### src/hw/rtl/bump_cliff_avoid_controller_unit_macros.svh
// Assertion macros for the bump/cliff avoid controller.
// Included by files that carry concurrent checks; no other dependencies.
`ifndef BUMP_CLIFF_AVOID_CONTROLLER_UNIT_MACROS_SVH
`define BUMP_CLIFF_AVOID_CONTROLLER_UNIT_MACROS_SVH
`ifndef SYNTHESIS
`define BCAC_ASSERT_IMP(label, clk, rst_n, ante, cons) \
  label: assert property (@(posedge clk) disable iff (!rst_n) (ante) |-> (cons)) \
    else $error("bcac check failed");
`define BCAC_ASSERT_NXT(label, clk, rst_n, ante, cons) \
  label: assert property (@(posedge clk) disable iff (!rst_n) (ante) |=> (cons)) \
    else $error("bcac check failed");
`else
`define BCAC_ASSERT_IMP(label, clk, rst_n, ante, cons)
`define BCAC_ASSERT_NXT(label, clk, rst_n, ante, cons)
`endif
`endif

### src/hw/rtl/bcac_pkg.sv
// Shared types and constants for the bump/cliff avoid controller.
// No dependencies.
package bcac_pkg;

  localparam int CMD_FIFO_DEPTH_DEF = 4;
  localparam int CFG_IDX_W = 3;

  localparam logic [CFG_IDX_W-1:0] REG_FORWARD_SPEED = 3'd0;
  localparam logic [CFG_IDX_W-1:0] REG_REVERSE_SPEED = 3'd1;
  localparam logic [CFG_IDX_W-1:0] REG_TURN_SPEED    = 3'd2;
  localparam logic [CFG_IDX_W-1:0] REG_TURN_RADIUS   = 3'd3;
  localparam logic [CFG_IDX_W-1:0] REG_CLIFF_BACKUP  = 3'd4;
  localparam logic [CFG_IDX_W-1:0] REG_BUMP_BACKUP   = 3'd5;
  localparam logic [CFG_IDX_W-1:0] REG_TURN_PACKETS  = 3'd6;

  localparam logic [15:0] FORWARD_SPEED_RST = 16'd90;
  localparam logic [15:0] REVERSE_SPEED_RST = 16'hFF6A;
  localparam logic [15:0] TURN_SPEED_RST    = 16'd100;
  localparam logic [15:0] TURN_RADIUS_RST   = 16'hFFFF;
  localparam logic [7:0]  CLIFF_BACKUP_RST  = 8'd50;
  localparam logic [7:0]  BUMP_BACKUP_RST   = 8'd25;
  localparam logic [7:0]  TURN_PACKETS_RST  = 8'd50;

  localparam logic [3:0] PH_HUNT   = 4'd0;
  localparam logic [3:0] PH_SYNC2  = 4'd1;
  localparam logic [3:0] PH_BUMPER = 4'd4;
  localparam logic [3:0] PH_CLIFF  = 4'd6;
  localparam logic [3:0] PH_BUTTON = 4'd13;

  localparam logic [7:0] SYNC1_BYTE   = 8'd1;
  localparam logic [7:0] SYNC2_BYTE   = 8'd15;
  localparam logic [7:0] BUTTON_STOP  = 8'd1;
  localparam logic [7:0] CLIFF_MAX    = 8'd11;
  localparam logic [7:0] BUMPER_MAX   = 8'd10;

  localparam logic [7:0] HDR0 = 8'hAA;
  localparam logic [7:0] HDR1 = 8'h55;
  localparam logic [7:0] HDR2 = 8'h06;
  localparam logic [7:0] HDR3 = 8'h01;
  localparam logic [7:0] HDR4 = 8'h04;
  localparam logic [3:0] DRIVE_LAST_IDX = 4'd9;

  typedef struct packed {
    logic        shutdown;
    logic [15:0] speed;
    logic [15:0] radius;
  } cmd_t;

endpackage

### src/hw/rtl/bcac_ifs.sv
// Valid/ready channel interfaces for the bump/cliff avoid controller.
// Depends on bcac_pkg for the configuration index width.
interface bcac_in_if;
  logic       valid;
  logic       ready;
  logic [7:0] rx_byte;
  modport source (output valid, output rx_byte, input ready);
  modport sink (input valid, input rx_byte, output ready);
endinterface

interface bcac_out_if;
  logic       valid;
  logic       ready;
  logic [7:0] tx_byte;
  logic       last_byte;
  logic       shutdown;
  modport source (output valid, output tx_byte, output last_byte, output shutdown,
                  input ready);
  modport sink (input valid, input tx_byte, input last_byte, input shutdown,
                output ready);
endinterface

interface bcac_cfg_if;
  logic                           valid;
  logic                           ready;
  logic [bcac_pkg::CFG_IDX_W-1:0] index;
  logic [15:0]                    data;
  modport source (output valid, output index, output data, input ready);
  modport sink (input valid, input index, input data, output ready);
endinterface

### src/hw/rtl/bcac_front.sv
// Front end: configuration registers, sensor packet parser and motion sequencer.
// Depends on bcac_pkg and bcac_ifs; pushes drive/shutdown commands to the queue.
module bcac_front (
  input  logic            clk,
  input  logic            rst_n,
  bcac_in_if.sink         in_ch,
  bcac_cfg_if.sink        cfg_ch,
  input  logic            q_full,
  output logic            cmd_push,
  output bcac_pkg::cmd_t  cmd
);

  typedef enum logic [2:0] {
    MODE_DECIDE = 3'b001,
    MODE_BACKUP = 3'b010,
    MODE_TURN   = 3'b100
  } mode_t;

  logic [15:0] fwd_speed_r, rev_speed_r, turn_speed_r, turn_radius_r;
  logic [7:0]  cliff_backup_r, bump_backup_r, turn_pkts_r;

  logic [3:0] phase_r, phase_nxt;
  logic [7:0] bumper_r, bumper_nxt;
  logic [7:0] cliff_r, cliff_nxt;
  mode_t      mode_r, mode_nxt;
  logic [7:0] left_r, left_nxt;
  logic       halted_r, halted_nxt;

  logic       accept;
  logic [7:0] b;
  logic [7:0] left_dec;

  assign cfg_ch.ready = 1'b1;
  assign in_ch.ready  = !q_full;
  assign accept       = in_ch.valid && !q_full;
  assign b            = in_ch.rx_byte;
  assign left_dec     = (left_r != 8'd0) ? left_r - 8'd1 : 8'd0;

  always_ff @(posedge clk) begin
    if (!rst_n) begin
      fwd_speed_r    <= bcac_pkg::FORWARD_SPEED_RST;
      rev_speed_r    <= bcac_pkg::REVERSE_SPEED_RST;
      turn_speed_r   <= bcac_pkg::TURN_SPEED_RST;
      turn_radius_r  <= bcac_pkg::TURN_RADIUS_RST;
      cliff_backup_r <= bcac_pkg::CLIFF_BACKUP_RST;
      bump_backup_r  <= bcac_pkg::BUMP_BACKUP_RST;
      turn_pkts_r    <= bcac_pkg::TURN_PACKETS_RST;
    end else if (cfg_ch.valid) begin
      unique case (cfg_ch.index)
        bcac_pkg::REG_FORWARD_SPEED: fwd_speed_r    <= cfg_ch.data;
        bcac_pkg::REG_REVERSE_SPEED: rev_speed_r    <= cfg_ch.data;
        bcac_pkg::REG_TURN_SPEED:    turn_speed_r   <= cfg_ch.data;
        bcac_pkg::REG_TURN_RADIUS:   turn_radius_r  <= cfg_ch.data;
        bcac_pkg::REG_CLIFF_BACKUP:  cliff_backup_r <= cfg_ch.data[7:0];
        bcac_pkg::REG_BUMP_BACKUP:   bump_backup_r  <= cfg_ch.data[7:0];
        bcac_pkg::REG_TURN_PACKETS:  turn_pkts_r    <= cfg_ch.data[7:0];
        default: ;
      endcase
    end
  end

  always_comb begin
    phase_nxt  = phase_r;
    bumper_nxt = bumper_r;
    cliff_nxt  = cliff_r;
    mode_nxt   = mode_r;
    left_nxt   = left_r;
    halted_nxt = halted_r;
    cmd_push   = 1'b0;
    cmd        = '{shutdown: 1'b0, speed: fwd_speed_r, radius: 16'd0};
    if (accept && !halted_r) begin
      if (phase_r == bcac_pkg::PH_HUNT) begin
        if (b == bcac_pkg::SYNC1_BYTE) phase_nxt = bcac_pkg::PH_SYNC2;
      end else if (phase_r == bcac_pkg::PH_SYNC2) begin
        phase_nxt = (b == bcac_pkg::SYNC2_BYTE) ? bcac_pkg::PH_SYNC2 + 4'd1
                                                : bcac_pkg::PH_HUNT;
      end else if (phase_r < bcac_pkg::PH_BUTTON) begin
        if (phase_r == bcac_pkg::PH_BUMPER) bumper_nxt = b;
        if (phase_r == bcac_pkg::PH_CLIFF)  cliff_nxt  = b;
        phase_nxt = phase_r + 4'd1;
      end else begin
        phase_nxt = bcac_pkg::PH_HUNT;
        if (b == bcac_pkg::BUTTON_STOP) begin
          halted_nxt   = 1'b1;
          cmd_push     = 1'b1;
          cmd.shutdown = 1'b1;
        end else begin
          unique case (mode_r)
            MODE_BACKUP: begin
              if (left_dec == 8'd0) begin
                left_nxt   = turn_pkts_r;
                mode_nxt   = (turn_pkts_r == 8'd0) ? MODE_DECIDE : MODE_TURN;
                cmd_push   = 1'b1;
                cmd.speed  = turn_speed_r;
                cmd.radius = turn_radius_r;
              end else begin
                left_nxt = left_dec;
              end
            end
            MODE_TURN: begin
              left_nxt = left_dec;
              if (left_dec == 8'd0) mode_nxt = MODE_DECIDE;
            end
            default: begin
              cmd_push = 1'b1;
              if (cliff_r != 8'd0 && cliff_r <= bcac_pkg::CLIFF_MAX) begin
                left_nxt  = cliff_backup_r;
                mode_nxt  = MODE_BACKUP;
                cmd.speed = rev_speed_r;
              end else if (bumper_r != 8'd0 && bumper_r <= bcac_pkg::BUMPER_MAX) begin
                left_nxt  = bump_backup_r;
                mode_nxt  = MODE_BACKUP;
                cmd.speed = rev_speed_r;
              end
            end
          endcase
        end
      end
    end
  end

  always_ff @(posedge clk) begin
    if (!rst_n) begin
      phase_r  <= bcac_pkg::PH_HUNT;
      bumper_r <= 8'd0;
      cliff_r  <= 8'd0;
      mode_r   <= MODE_DECIDE;
      left_r   <= 8'd0;
      halted_r <= 1'b0;
    end else begin
      phase_r  <= phase_nxt;
      bumper_r <= bumper_nxt;
      cliff_r  <= cliff_nxt;
      mode_r   <= mode_nxt;
      left_r   <= left_nxt;
      halted_r <= halted_nxt;
    end
  end

endmodule

### src/hw/rtl/bcac_cmd_fifo.sv
// Short command queue between the parser front end and the byte serializer.
// Depends on bcac_pkg for the command type.
module bcac_cmd_fifo #(
  parameter int DEPTH = bcac_pkg::CMD_FIFO_DEPTH_DEF
) (
  input  logic           clk,
  input  logic           rst_n,
  input  logic           push,
  input  bcac_pkg::cmd_t push_cmd,
  output logic           full,
  input  logic           pop,
  output logic           head_valid,
  output bcac_pkg::cmd_t head_cmd
);

  localparam int PW = (DEPTH > 1) ? $clog2(DEPTH) : 1;
  localparam int CW = $clog2(DEPTH + 1);

  bcac_pkg::cmd_t mem_r [DEPTH];
  logic [PW-1:0]  wr_ptr_r, rd_ptr_r;
  logic [CW-1:0]  count_r;
  logic           do_push, do_pop;

  assign full       = (count_r == CW'(DEPTH));
  assign head_valid = (count_r != '0);
  assign head_cmd   = mem_r[rd_ptr_r];
  assign do_push    = push && !full;
  assign do_pop     = pop && head_valid;

  always_ff @(posedge clk) begin
    if (do_push) mem_r[wr_ptr_r] <= push_cmd;
  end

  always_ff @(posedge clk) begin
    if (!rst_n) begin
      wr_ptr_r <= '0;
      rd_ptr_r <= '0;
      count_r  <= '0;
    end else begin
      if (do_push) wr_ptr_r <= (wr_ptr_r == PW'(DEPTH - 1)) ? '0 : wr_ptr_r + 1'b1;
      if (do_pop)  rd_ptr_r <= (rd_ptr_r == PW'(DEPTH - 1)) ? '0 : rd_ptr_r + 1'b1;
      if (do_push && !do_pop)      count_r <= count_r + 1'b1;
      else if (do_pop && !do_push) count_r <= count_r - 1'b1;
    end
  end

endmodule

### src/hw/rtl/bcac_back.sv
// Back end: expands queued commands into drive packet bytes or a shutdown item.
// Depends on bcac_pkg and bcac_ifs; drives the registered output channel.
module bcac_back (
  input  logic           clk,
  input  logic           rst_n,
  input  logic           head_valid,
  input  bcac_pkg::cmd_t head_cmd,
  output logic           pop,
  bcac_out_if.source     out_ch
);

  logic [3:0] idx_r;
  logic       valid_r;
  logic [7:0] byte_r;
  logic       last_r, shut_r;
  logic       advance, is_last;
  logic [7:0] next_byte, csum;

  assign csum = bcac_pkg::HDR2 ^ bcac_pkg::HDR3 ^ bcac_pkg::HDR4
              ^ head_cmd.speed[7:0] ^ head_cmd.speed[15:8]
              ^ head_cmd.radius[7:0] ^ head_cmd.radius[15:8];

  always_comb begin
    unique case (idx_r)
      4'd0:    next_byte = bcac_pkg::HDR0;
      4'd1:    next_byte = bcac_pkg::HDR1;
      4'd2:    next_byte = bcac_pkg::HDR2;
      4'd3:    next_byte = bcac_pkg::HDR3;
      4'd4:    next_byte = bcac_pkg::HDR4;
      4'd5:    next_byte = head_cmd.speed[7:0];
      4'd6:    next_byte = head_cmd.speed[15:8];
      4'd7:    next_byte = head_cmd.radius[7:0];
      4'd8:    next_byte = head_cmd.radius[15:8];
      4'd9:    next_byte = csum;
      default: next_byte = 8'd0;
    endcase
  end

  assign advance = head_valid && (!valid_r || out_ch.ready);
  assign is_last = head_cmd.shutdown || (idx_r == bcac_pkg::DRIVE_LAST_IDX);
  assign pop     = advance && is_last;

  always_ff @(posedge clk) begin
    if (!rst_n) begin
      idx_r   <= 4'd0;
      valid_r <= 1'b0;
    end else begin
      if (advance) begin
        valid_r <= 1'b1;
        idx_r   <= is_last ? 4'd0 : idx_r + 4'd1;
      end else if (out_ch.ready) begin
        valid_r <= 1'b0;
      end
    end
  end

  always_ff @(posedge clk) begin
    if (advance) begin
      byte_r <= head_cmd.shutdown ? 8'd0 : next_byte;
      last_r <= is_last;
      shut_r <= head_cmd.shutdown;
    end
  end

  assign out_ch.valid     = valid_r;
  assign out_ch.tx_byte   = byte_r;
  assign out_ch.last_byte = last_r;
  assign out_ch.shutdown  = shut_r;

endmodule

### src/hw/rtl/bump_cliff_avoid_controller_unit.sv
// Bump/cliff avoid controller: takes sensor stream bytes and returns drive
// packet bytes. A sensor byte is taken whenever the command queue has room;
// each drive packet leaves the output port at one byte per cycle while out_ch
// is ready, a shutdown item as a single byte, paced by the byte serializer.
// The input stalls only when CMD_FIFO_DEPTH commands wait to be serialized.
// Depends on bcac_pkg, bcac_ifs, bcac_front, bcac_cmd_fifo, bcac_back and the
// assertion macro header.
`include "bump_cliff_avoid_controller_unit_macros.svh"
module bump_cliff_avoid_controller_unit #(
  parameter int CMD_FIFO_DEPTH = bcac_pkg::CMD_FIFO_DEPTH_DEF
) (
  input  logic        clk,
  input  logic        rst_n,
  bcac_in_if.sink     in_ch,
  bcac_out_if.source  out_ch,
  bcac_cfg_if.sink    cfg_ch
);

  logic           cmd_push, q_full, q_pop, q_valid;
  bcac_pkg::cmd_t cmd, q_head;

  bcac_front u_front (
    .clk      (clk),
    .rst_n    (rst_n),
    .in_ch    (in_ch),
    .cfg_ch   (cfg_ch),
    .q_full   (q_full),
    .cmd_push (cmd_push),
    .cmd      (cmd)
  );

  bcac_cmd_fifo #(.DEPTH(CMD_FIFO_DEPTH)) u_fifo (
    .clk        (clk),
    .rst_n      (rst_n),
    .push       (cmd_push),
    .push_cmd   (cmd),
    .full       (q_full),
    .pop        (q_pop),
    .head_valid (q_valid),
    .head_cmd   (q_head)
  );

  bcac_back u_back (
    .clk        (clk),
    .rst_n      (rst_n),
    .head_valid (q_valid),
    .head_cmd   (q_head),
    .pop        (q_pop),
    .out_ch     (out_ch)
  );

  `BCAC_ASSERT_IMP(a_no_push_full, clk, rst_n, cmd_push, !q_full)
  `BCAC_ASSERT_IMP(a_shutdown_item, clk, rst_n, out_ch.valid && out_ch.shutdown, out_ch.last_byte && out_ch.tx_byte == 8'd0)
  `BCAC_ASSERT_NXT(a_quiet_after_stop, clk, rst_n, out_ch.valid && out_ch.ready && out_ch.shutdown, !out_ch.valid && !q_valid)

endmodule
### src/flat_wrapper.sv
// flat-port wrapper written by rule: the top's interface ports become plain ports
module bump_cliff_avoid_controller_unit_flat 
#(
  parameter int CMD_FIFO_DEPTH = bcac_pkg::CMD_FIFO_DEPTH_DEF
)
  (clk, rst_n, in_ch_valid, in_ch_rx_byte, in_ch_ready, out_ch_valid, out_ch_tx_byte, out_ch_last_byte, out_ch_shutdown, out_ch_ready, cfg_ch_valid, cfg_ch_index, cfg_ch_data, cfg_ch_ready);
  bcac_in_if in_ch_i ();
  bcac_out_if out_ch_i ();
  bcac_cfg_if cfg_ch_i ();
  input  logic clk;
  input  logic rst_n;
  input wire logic [$bits(in_ch_i.valid)-1:0] in_ch_valid;
  input wire logic [$bits(in_ch_i.rx_byte)-1:0] in_ch_rx_byte;
  output wire logic [$bits(in_ch_i.ready)-1:0] in_ch_ready;
  output wire logic [$bits(out_ch_i.valid)-1:0] out_ch_valid;
  output wire logic [$bits(out_ch_i.tx_byte)-1:0] out_ch_tx_byte;
  output wire logic [$bits(out_ch_i.last_byte)-1:0] out_ch_last_byte;
  output wire logic [$bits(out_ch_i.shutdown)-1:0] out_ch_shutdown;
  input wire logic [$bits(out_ch_i.ready)-1:0] out_ch_ready;
  input wire logic [$bits(cfg_ch_i.valid)-1:0] cfg_ch_valid;
  input wire logic [$bits(cfg_ch_i.index)-1:0] cfg_ch_index;
  input wire logic [$bits(cfg_ch_i.data)-1:0] cfg_ch_data;
  output wire logic [$bits(cfg_ch_i.ready)-1:0] cfg_ch_ready;
  assign in_ch_i.valid = in_ch_valid;
  assign in_ch_i.rx_byte = in_ch_rx_byte;
  assign in_ch_ready = in_ch_i.ready;
  assign out_ch_valid = out_ch_i.valid;
  assign out_ch_tx_byte = out_ch_i.tx_byte;
  assign out_ch_last_byte = out_ch_i.last_byte;
  assign out_ch_shutdown = out_ch_i.shutdown;
  assign out_ch_i.ready = out_ch_ready;
  assign cfg_ch_i.valid = cfg_ch_valid;
  assign cfg_ch_i.index = cfg_ch_index;
  assign cfg_ch_i.data = cfg_ch_data;
  assign cfg_ch_ready = cfg_ch_i.ready;
  bump_cliff_avoid_controller_unit #(.CMD_FIFO_DEPTH(CMD_FIFO_DEPTH)) u_core (.clk(clk), .rst_n(rst_n), .in_ch(in_ch_i), .out_ch(out_ch_i), .cfg_ch(cfg_ch_i));
endmodule
### config.mk
export PLATFORM = sky130hd
export DESIGN_NAME = bump_cliff_avoid_controller_unit_flat
export DESIGN_NICKNAME = d
export VERILOG_FILES = /design/src/hw/rtl/bcac_pkg.sv /design/src/hw/rtl/bcac_ifs.sv /design/src/hw/rtl/bcac_front.sv /design/src/hw/rtl/bcac_cmd_fifo.sv /design/src/hw/rtl/bcac_back.sv /design/src/hw/rtl/bump_cliff_avoid_controller_unit.sv /design/src/flat_wrapper.sv
export VERILOG_INCLUDE_DIRS = /design/src /design/src/hw/rtl
export SDC_FILE = /design/constraint.sdc
export NUM_CORES = 1
export LEC_CHECK = 0
export ABC_AREA = 1
export BUFFER_PORTS_ARGS = -buffer_cell sky130_fd_sc_hd__buf_2
export CORE_AREA = 2 2 150 152
export DETAILED_ROUTE_END_ITERATION = 12
export DIE_AREA = 0 0 152 154
export GPL_ROUTABILITY_DRIVEN = 0
export HOLD_SLACK_MARGIN = 0.1
export MAX_ROUTING_LAYER = met4
export PLACE_DENSITY = 0.87
export SLEW_MARGIN = 20
export SYNTH_ARGS = -nofsm -noshare
export SYNTH_HDL_FRONTEND = slang
export SYNTH_HIERARCHICAL = 1
export SYNTH_SLANG_ARGS = --single-unit
### constraint.sdc
create_clock -name clk -period 8.7 [get_ports clk]
set_input_delay 1.305 -clock clk [delete_from_list [all_inputs] [get_ports clk]]
set_output_delay 1.305 -clock clk [all_outputs]
set_load 0.05 [all_outputs]
# After elaboration in Yosys (flattened, before gate mapping)
# Memories as Yosys holds them, arrays and structs flattened. A register that Yosys moved wholly into a read port is not among the register bits.
# Cells that the tools add are included.
totals:
  register_bits: 142
  ram_bits: 132
  out_inout_bits: 13
  elab_cells: 156
  memories: 1
classes:
  addsub: 7
  order_cmp: 3
  n_eq_ne: 28
  muxes: 46
  bitwise_logic: 8
  n_reduce_logical: 42
mem_list:
  columns: ["name", "depth", "word_bits", "rd", "rd_clocked_by_memory_dff", "write_ports", "line_no", "text"]
  rows:
  - ["u_core.u_fifo.mem_r", 4, 33, 1, 1, 1, "bcac_cmd_fifo.sv:19", "bcac_pkg::cmd_t mem_r [DEPTH];"]
ops:
  columns: ["operator", "n"]
  rows:
  - ["33-bit two-way mux", 4]
  - ["8-bit case mux with 10 select lines", 1]
  - ["32-bit two-way mux", 2]
  - ["16-bit two-way mux", 3]
  - ["8-bit two-way mux", 4]
  - ["16-bit case mux with 2 select lines", 1]
  - ["4-bit by 3-bit == test with 1-bit output, second input constant", 6]
  - ["8-bit nonzero test", 3]
  - ["8-bit bitwise XOR", 3]
  - ["3-bit two-way mux", 7]
  - ["4-bit two-way mux", 5]
  - ["8-bit by 4-bit <= comparator with 1-bit output, second input constant", 2]
  - ["8-bit zero test", 2]
  - ["8-bit case mux with 2 select lines", 1]
  - ["2-bit AND reduction", 8]
  - ["3-bit == test, second input constant", 5]
  - ["5-bit AND reduction", 3]
  - ["1-bit two-way mux", 11]
  - ["1-bit logical AND", 10]
  - ["2-bit two-way mux", 5]
  - ["3-bit by 2-bit == test with 1-bit output, second input constant", 3]
  - ["4-bit by 1-bit adder with 4-bit output, second input constant", 2]
  - ["4-bit by 1-bit == test with 1-bit output, second input constant", 2]
  - ["4-bit by 2-bit == test with 1-bit output, second input constant", 2]
  - ["other kinds (25)", 39]

# Logic depth before layout (Yosys ltp)
depth:
  word_depth: 15
  depth_mapped: 23
  depth_no_buf: 23

# By module
# Netlist, hierarchy kept.
modules_own_cells:
  columns: ["mod", "instances", "cells_per_inst", "area_per_inst_um2"]
  rows:
  - ["bcac_front", 1, 855, 6097.1]
  - ["bcac_cmd_fifo", 1, 390, 5415.2]
  - ["bcac_back", 1, 190, 1385.1]

# Worst setup path before layout
# Ideal clock, no wire load.
synth_timing:
  path_type: "in2reg"
  from: "input port in_ch_valid"
  to: "memory u_core/u_fifo/mem_r[0][0] (netlist name), enable pin"
  arrival_time_ps: 3689
  required_time_ps: 8277
  slack_ps: 4587
  cell_stages: 8
  path_buffers: 0
  cell_sequence: "nand3_1 -> nor2_2 -> nand2_2 -> nor2_1 -> inv_1 -> o21ai_0 -> nand2_1 -> nor2_1"
synth_via:
  elab_chain_cells: 6
synth_lines:
  columns: ["element", "line_no", "text"]
  rows:
  - ["start: declaration", "flat_wrapper.sv:12", "input wire logic [$bits(in_ch_i.valid)-1:0] in_ch_valid;"]
  - ["1-bit logical AND", "bcac_front.sv:35", "assign accept = in_ch.valid && !q_full;"]
  - ["1-bit logical AND", "bcac_front.sv:71", "if (accept && !halted_r) begin"]
  - ["1-bit two-way mux", "bcac_front.sv:71", null]
  - ["net u_core.cmd_push", "bump_cliff_avoid_controller_unit.sv:19", "logic cmd_push, q_full, q_pop, q_valid;"]
  - ["1-bit logical AND", "bcac_cmd_fifo.sv:27", "assign do_push = push && !full;"]
  - ["1-bit two-way mux", "bcac_cmd_fifo.sv:31", "if (do_push) mem_r[wr_ptr_r] <= push_cmd;"]
  - ["1-bit two-way mux (not written as such)", "bcac_cmd_fifo.sv:31", null]
  - ["end: declaration", "bcac_cmd_fifo.sv:19", null]
# The timed path passes the listed nets, and every way through them passes these cells.

==> metrics.md <==
| Metric | Value |
|---|---|
| Area leader, netlist | edfxtp_1 |
| Area grow syn2layout | 9.36% |
| Hold_sp | u_core/u_front/cliff_r[1] |
| Syn_area_per_cell | 8.99 um^2 |
| Number of cell rows | between 50 and 60 |
| Setup TNS | 0 ns |
| Syn Nets | roughly 1500 |
| Worst setup SP type | flip-flop |
| P_leak | between 5 and 6 nW |
| WP data arrival | 4.31 ns |
| Synth warn | 6 |
| Post-Route WL | roughly 30000 um |
| Share of post-route cells with drive strength above 1 | 12.0% |
| Synth top area cells | edfxtp_1, dfxtp_1, nor2_1 |
| Crit path max-delay cell type | inv_2 |
| Synth Flop Type | edfxtp_1 |
| Clock Tree Buf Depth | 3 |
| CTS tree | done |
| Maximum achievable frequency | 0.257 GHz |
| WHS Path Cells | 2 |
| Setup Buffers After CTS | 0 |
| Yosys cell types | 46 |
| Cts bufs inserted | 28 |
| Worst min path class | reg -> reg |
| Skew-Pair Late Insertion Delay | 0.54 ns |
| Relative slew slack | between 30% and 40% |
| Clk slew on worst S/H paths | roughly 0.060 ns |
| Worst Tran Pin Value | 1.02 ns |
| Final setup viols | 0 |
| PortBufs | 43 |
| Final period utilization | 44.7% |
| Die area | 23400 um^2 |
| Min Clock Period, post-route | about 3.9 ns |
| WHS | about 0.45 ns |
| IO Pins | 45 |
| Required @ worst endpoint | ~9.1 ns |
| R2r worst-path depth | 14 |
| Status | complete, no violations |
| Critical path endpoint category | flip-flop |
| GRT Residual Overflow | 0 |
| Die Ht | between 150 and 200 um |
| Slew Limit Fails | 0 |
| Most common cell in the synthesized netlist | nor2_1 |
| Cell Count, Final, Fillers Out | between 1500 and 2000 |
| RSZ-0062 raised after global routing | false |
| Most used cell, CP | inv_1 |
| Diodes inserted | 0 |
| Synth Register Bits | approximately 280 |
| Post-Syn Instances | between 1000 and 1500 |
| Type of the worst setup path | reg -> reg |
| PostCTS Resize Cnt | 0 |
| Clk sink count | about 280 |
| Wire per inst | about 17 um |
| Initial antenna violation count | 0 |
| Vias | 10517 |
| # DRC | 0 |
| Worst clock skew | approximately 0.019 ns |
| Core ar. | 21700 um^2 |
| Pre-Repair DR Iteration Count | 6 |
| CTS Hold Bufs | 0 |
| Hold EP | u_core/u_front/cliff_r[1] |
| First-pass GRT wire length | approximately 49000 um |
| Number of flops mapped to enable cells by yosys | approximately 140 |
| VDD IR max | roughly 0.15 mV |
| Crit path cell chain | buf_4 -> inv_2 -> o21ai_0 -> o22ai_1 -> inv_1 -> nand2_1 -> inv_1 -> nor2_1 -> nand2_1 -> ha_1 -> inv_1 -> fa_1 -> o21ai_0 -> nor2_1 |
| PD cells | approximately 190 nW/um^2 |
| Final count of hold timing violations | 0 |
| Initial DRC count | 1299 |
| Vias per inst | approximately 6.0 |
| Async SR Flop Fraction | 0% |
| Post-synth top area share | 33.1% |
| Antenna Nets Post-Route | 0 |
| Global router's overall resource usage | around a quarter |
| Vias in the first global route | around 9900 |
| Largest net degree at the start of global routing | between 90 and 100 |
| Post-DP HPWL | about 19000 um |
| R2r endpoint | u_core/u_fifo/count_r[1] |
| # placed instances | 1707 |
| Root Driver | clkbuf_16 |
| Initial core utilization | approximately 60% |
| Cell Area, Synth | 12900 um^2 |
| R2r setup slk | slightly below 5 ns |
| # nets final | 1508 |
| Die Width | approximately 150 um |
| Htree depth | 1 |
| CP max FO | 67 |
| Top cells by count, synth | nor2_1, nand2_1, edfxtp_1 |
| CP peak stage delay | 0.83 ns |
| Max_cap viols | 0 |
| Seq/Total Area, Yosys | 53.9% |
flip-flops by register name, indices dropped and copies added (netlist names), 2 cells and up, named ones only:
| register | flops |
|---|---|
| u_core/u_front/bumper_r | 8 |
| u_core/u_front/phase_r | 4 |
| u_core/u_back/out_ch.tx_byte | 8 |
| u_core/u_fifo/rd_ptr_r | 2 |
| u_core/u_front/turn_speed_r | 16 |
| u_core/u_front/turn_pkts_r | 8 |
| u_core/u_fifo/count_r | 3 |
| u_core/u_front/fwd_speed_r | 16 |
| u_core/u_front/cliff_r | 8 |
| u_core/u_front/turn_radius_r | 16 |
| u_core/u_fifo/mem_r | 132 |
| u_core/u_front/mode_r | 3 |
| u_core/u_back/idx_r | 4 |
| u_core/u_front/left_r | 8 |
| u_core/u_front/rev_speed_r | 16 |
| u_core/u_front/bump_backup_r | 8 |
| u_core/u_front/cliff_backup_r | 8 |
| u_core/u_fifo/wr_ptr_r | 2 |
how the worst max path moves through the flow:
| stage | endpoint | start |
|---|---|---|
| floorplan | u_core/u_fifo/mem_r[0][0] | in_ch_valid |
| global placement | u_core/u_fifo/count_r[2] | in_ch_rx_byte[6] |
| detailed placement | u_core/u_fifo/count_r[2] | in_ch_rx_byte[6] |
| CTS | u_core/u_fifo/count_r[1] | flip-flop |
| global route | u_core/u_fifo/count_r[1] | flip-flop |
| finish | u_core/u_fifo/count_r[1] | flip-flop |
final cells by class:
cell class / instances / area [um^2]
Inverter: 126 / 480
Tap cell: 280 / 350
Multi-Input combinational cell: 971 / 5110
Clock inverter: 18 / 180
Fill cell: 1572 / 7580
Timing Repair Buffer: 54 / 300
Sequential cell: 276 / 6950
Clock buffer: 34 / 734
worst max-delay path, delay by kind of cell (launching register included):
family | cells | cell delay [ns]
AO/OA/AOI/OAI | 3 | 1.09
buffers and inverters | 5 | 1.36
flip-flops | 1 | 0.30
adder cells (fa/ha/maj) | 2 | 0.62
AND/OR/NAND/NOR | 4 | 0.38
through the flow:
step	worst slack, ns	total power [mW]	instance area, um^2	util, %
detailed placement	4.86	1.47	13200	60.8
finish	4.81	2.63	14100	65.0
CTS	4.90	2.64	14100	65.0
floorplan	4.59	1.45	12900	-
global placement	5.00	1.47	13200	60.8
global route	4.51	2.70	14100	65.0
cells in the final DEF, fill, tap and decap left out, types with 3 or more instances in the layout:
cell type | Yosys | layout
nand2_1 | 210 | 210
nor2_1 | 214 | 210
edfxtp_1 | 142 | 142
o21ai_0 | 140 | 140
dfxtp_1 | 134 | 132
inv_1 | 113 | 113
nand3_1 | 88 | 88
a21oi_1 | 62 | 62
buf_2 | 12 | 42
o22ai_1 | 33 | 33
nand4_1 | 31 | 31
clkbuf_16 | 0 | 28
o211ai_1 | 23 | 23
xor2_1 | 20 | 20
ha_1 | 18 | 18
o21ai_1 | 18 | 18
xnor2_1 | 17 | 17
nand2_2 | 16 | 16
a22o_1 | 15 | 15
nor2_2 | 10 | 14
nor2_4 | 14 | 14
buf_4 | 4 | 12
nand3_2 | 12 | 12
nor3_1 | 12 | 10
clkinv_1 | 3 | 8
inv_2 | 8 | 8
clkbuf_1 | 29 | 4
bufinv_16 | 0 | 3
clkinvlp_2 | 0 | 3
nand2_4 | 3 | 3
nor3_2 | 1 | 3
routing by layer:
metal	vias up	GRT usage, %	part of all wire [%]
met2	634	42.5	48
met3	89	3.61	9.6
met4	0	8.41	2.5
met1	4885	33.8	40
met5	-	-	0
li1	4909	-	-
power breakdown:
group	internal, mW	switching, mW
logic	0.0205	0.0503
registers	1.37	0.00796
clock network	0.691	0.488
kinds of logic (layout without fill, tap and decap cells):
| group | after synthesis | after routing | share of synthesized area (%) |
|---|---|---|---|
| simple gates | 620 | 620 | 22.3 |
| compound gates | 294 | 294 | 12.7 |
| flops | 276 | 276 | 53.9 |
| buf+inv | 188 | 232 | 6.67 |
| xor+xnor | 37 | 37 | 2.51 |
| fa+ha+maj | 19 | 19 | 1.90 |
| other cells | 1 | 1 | 0.0291 |
No activity file was read; power rests on OpenSTA's default activity.
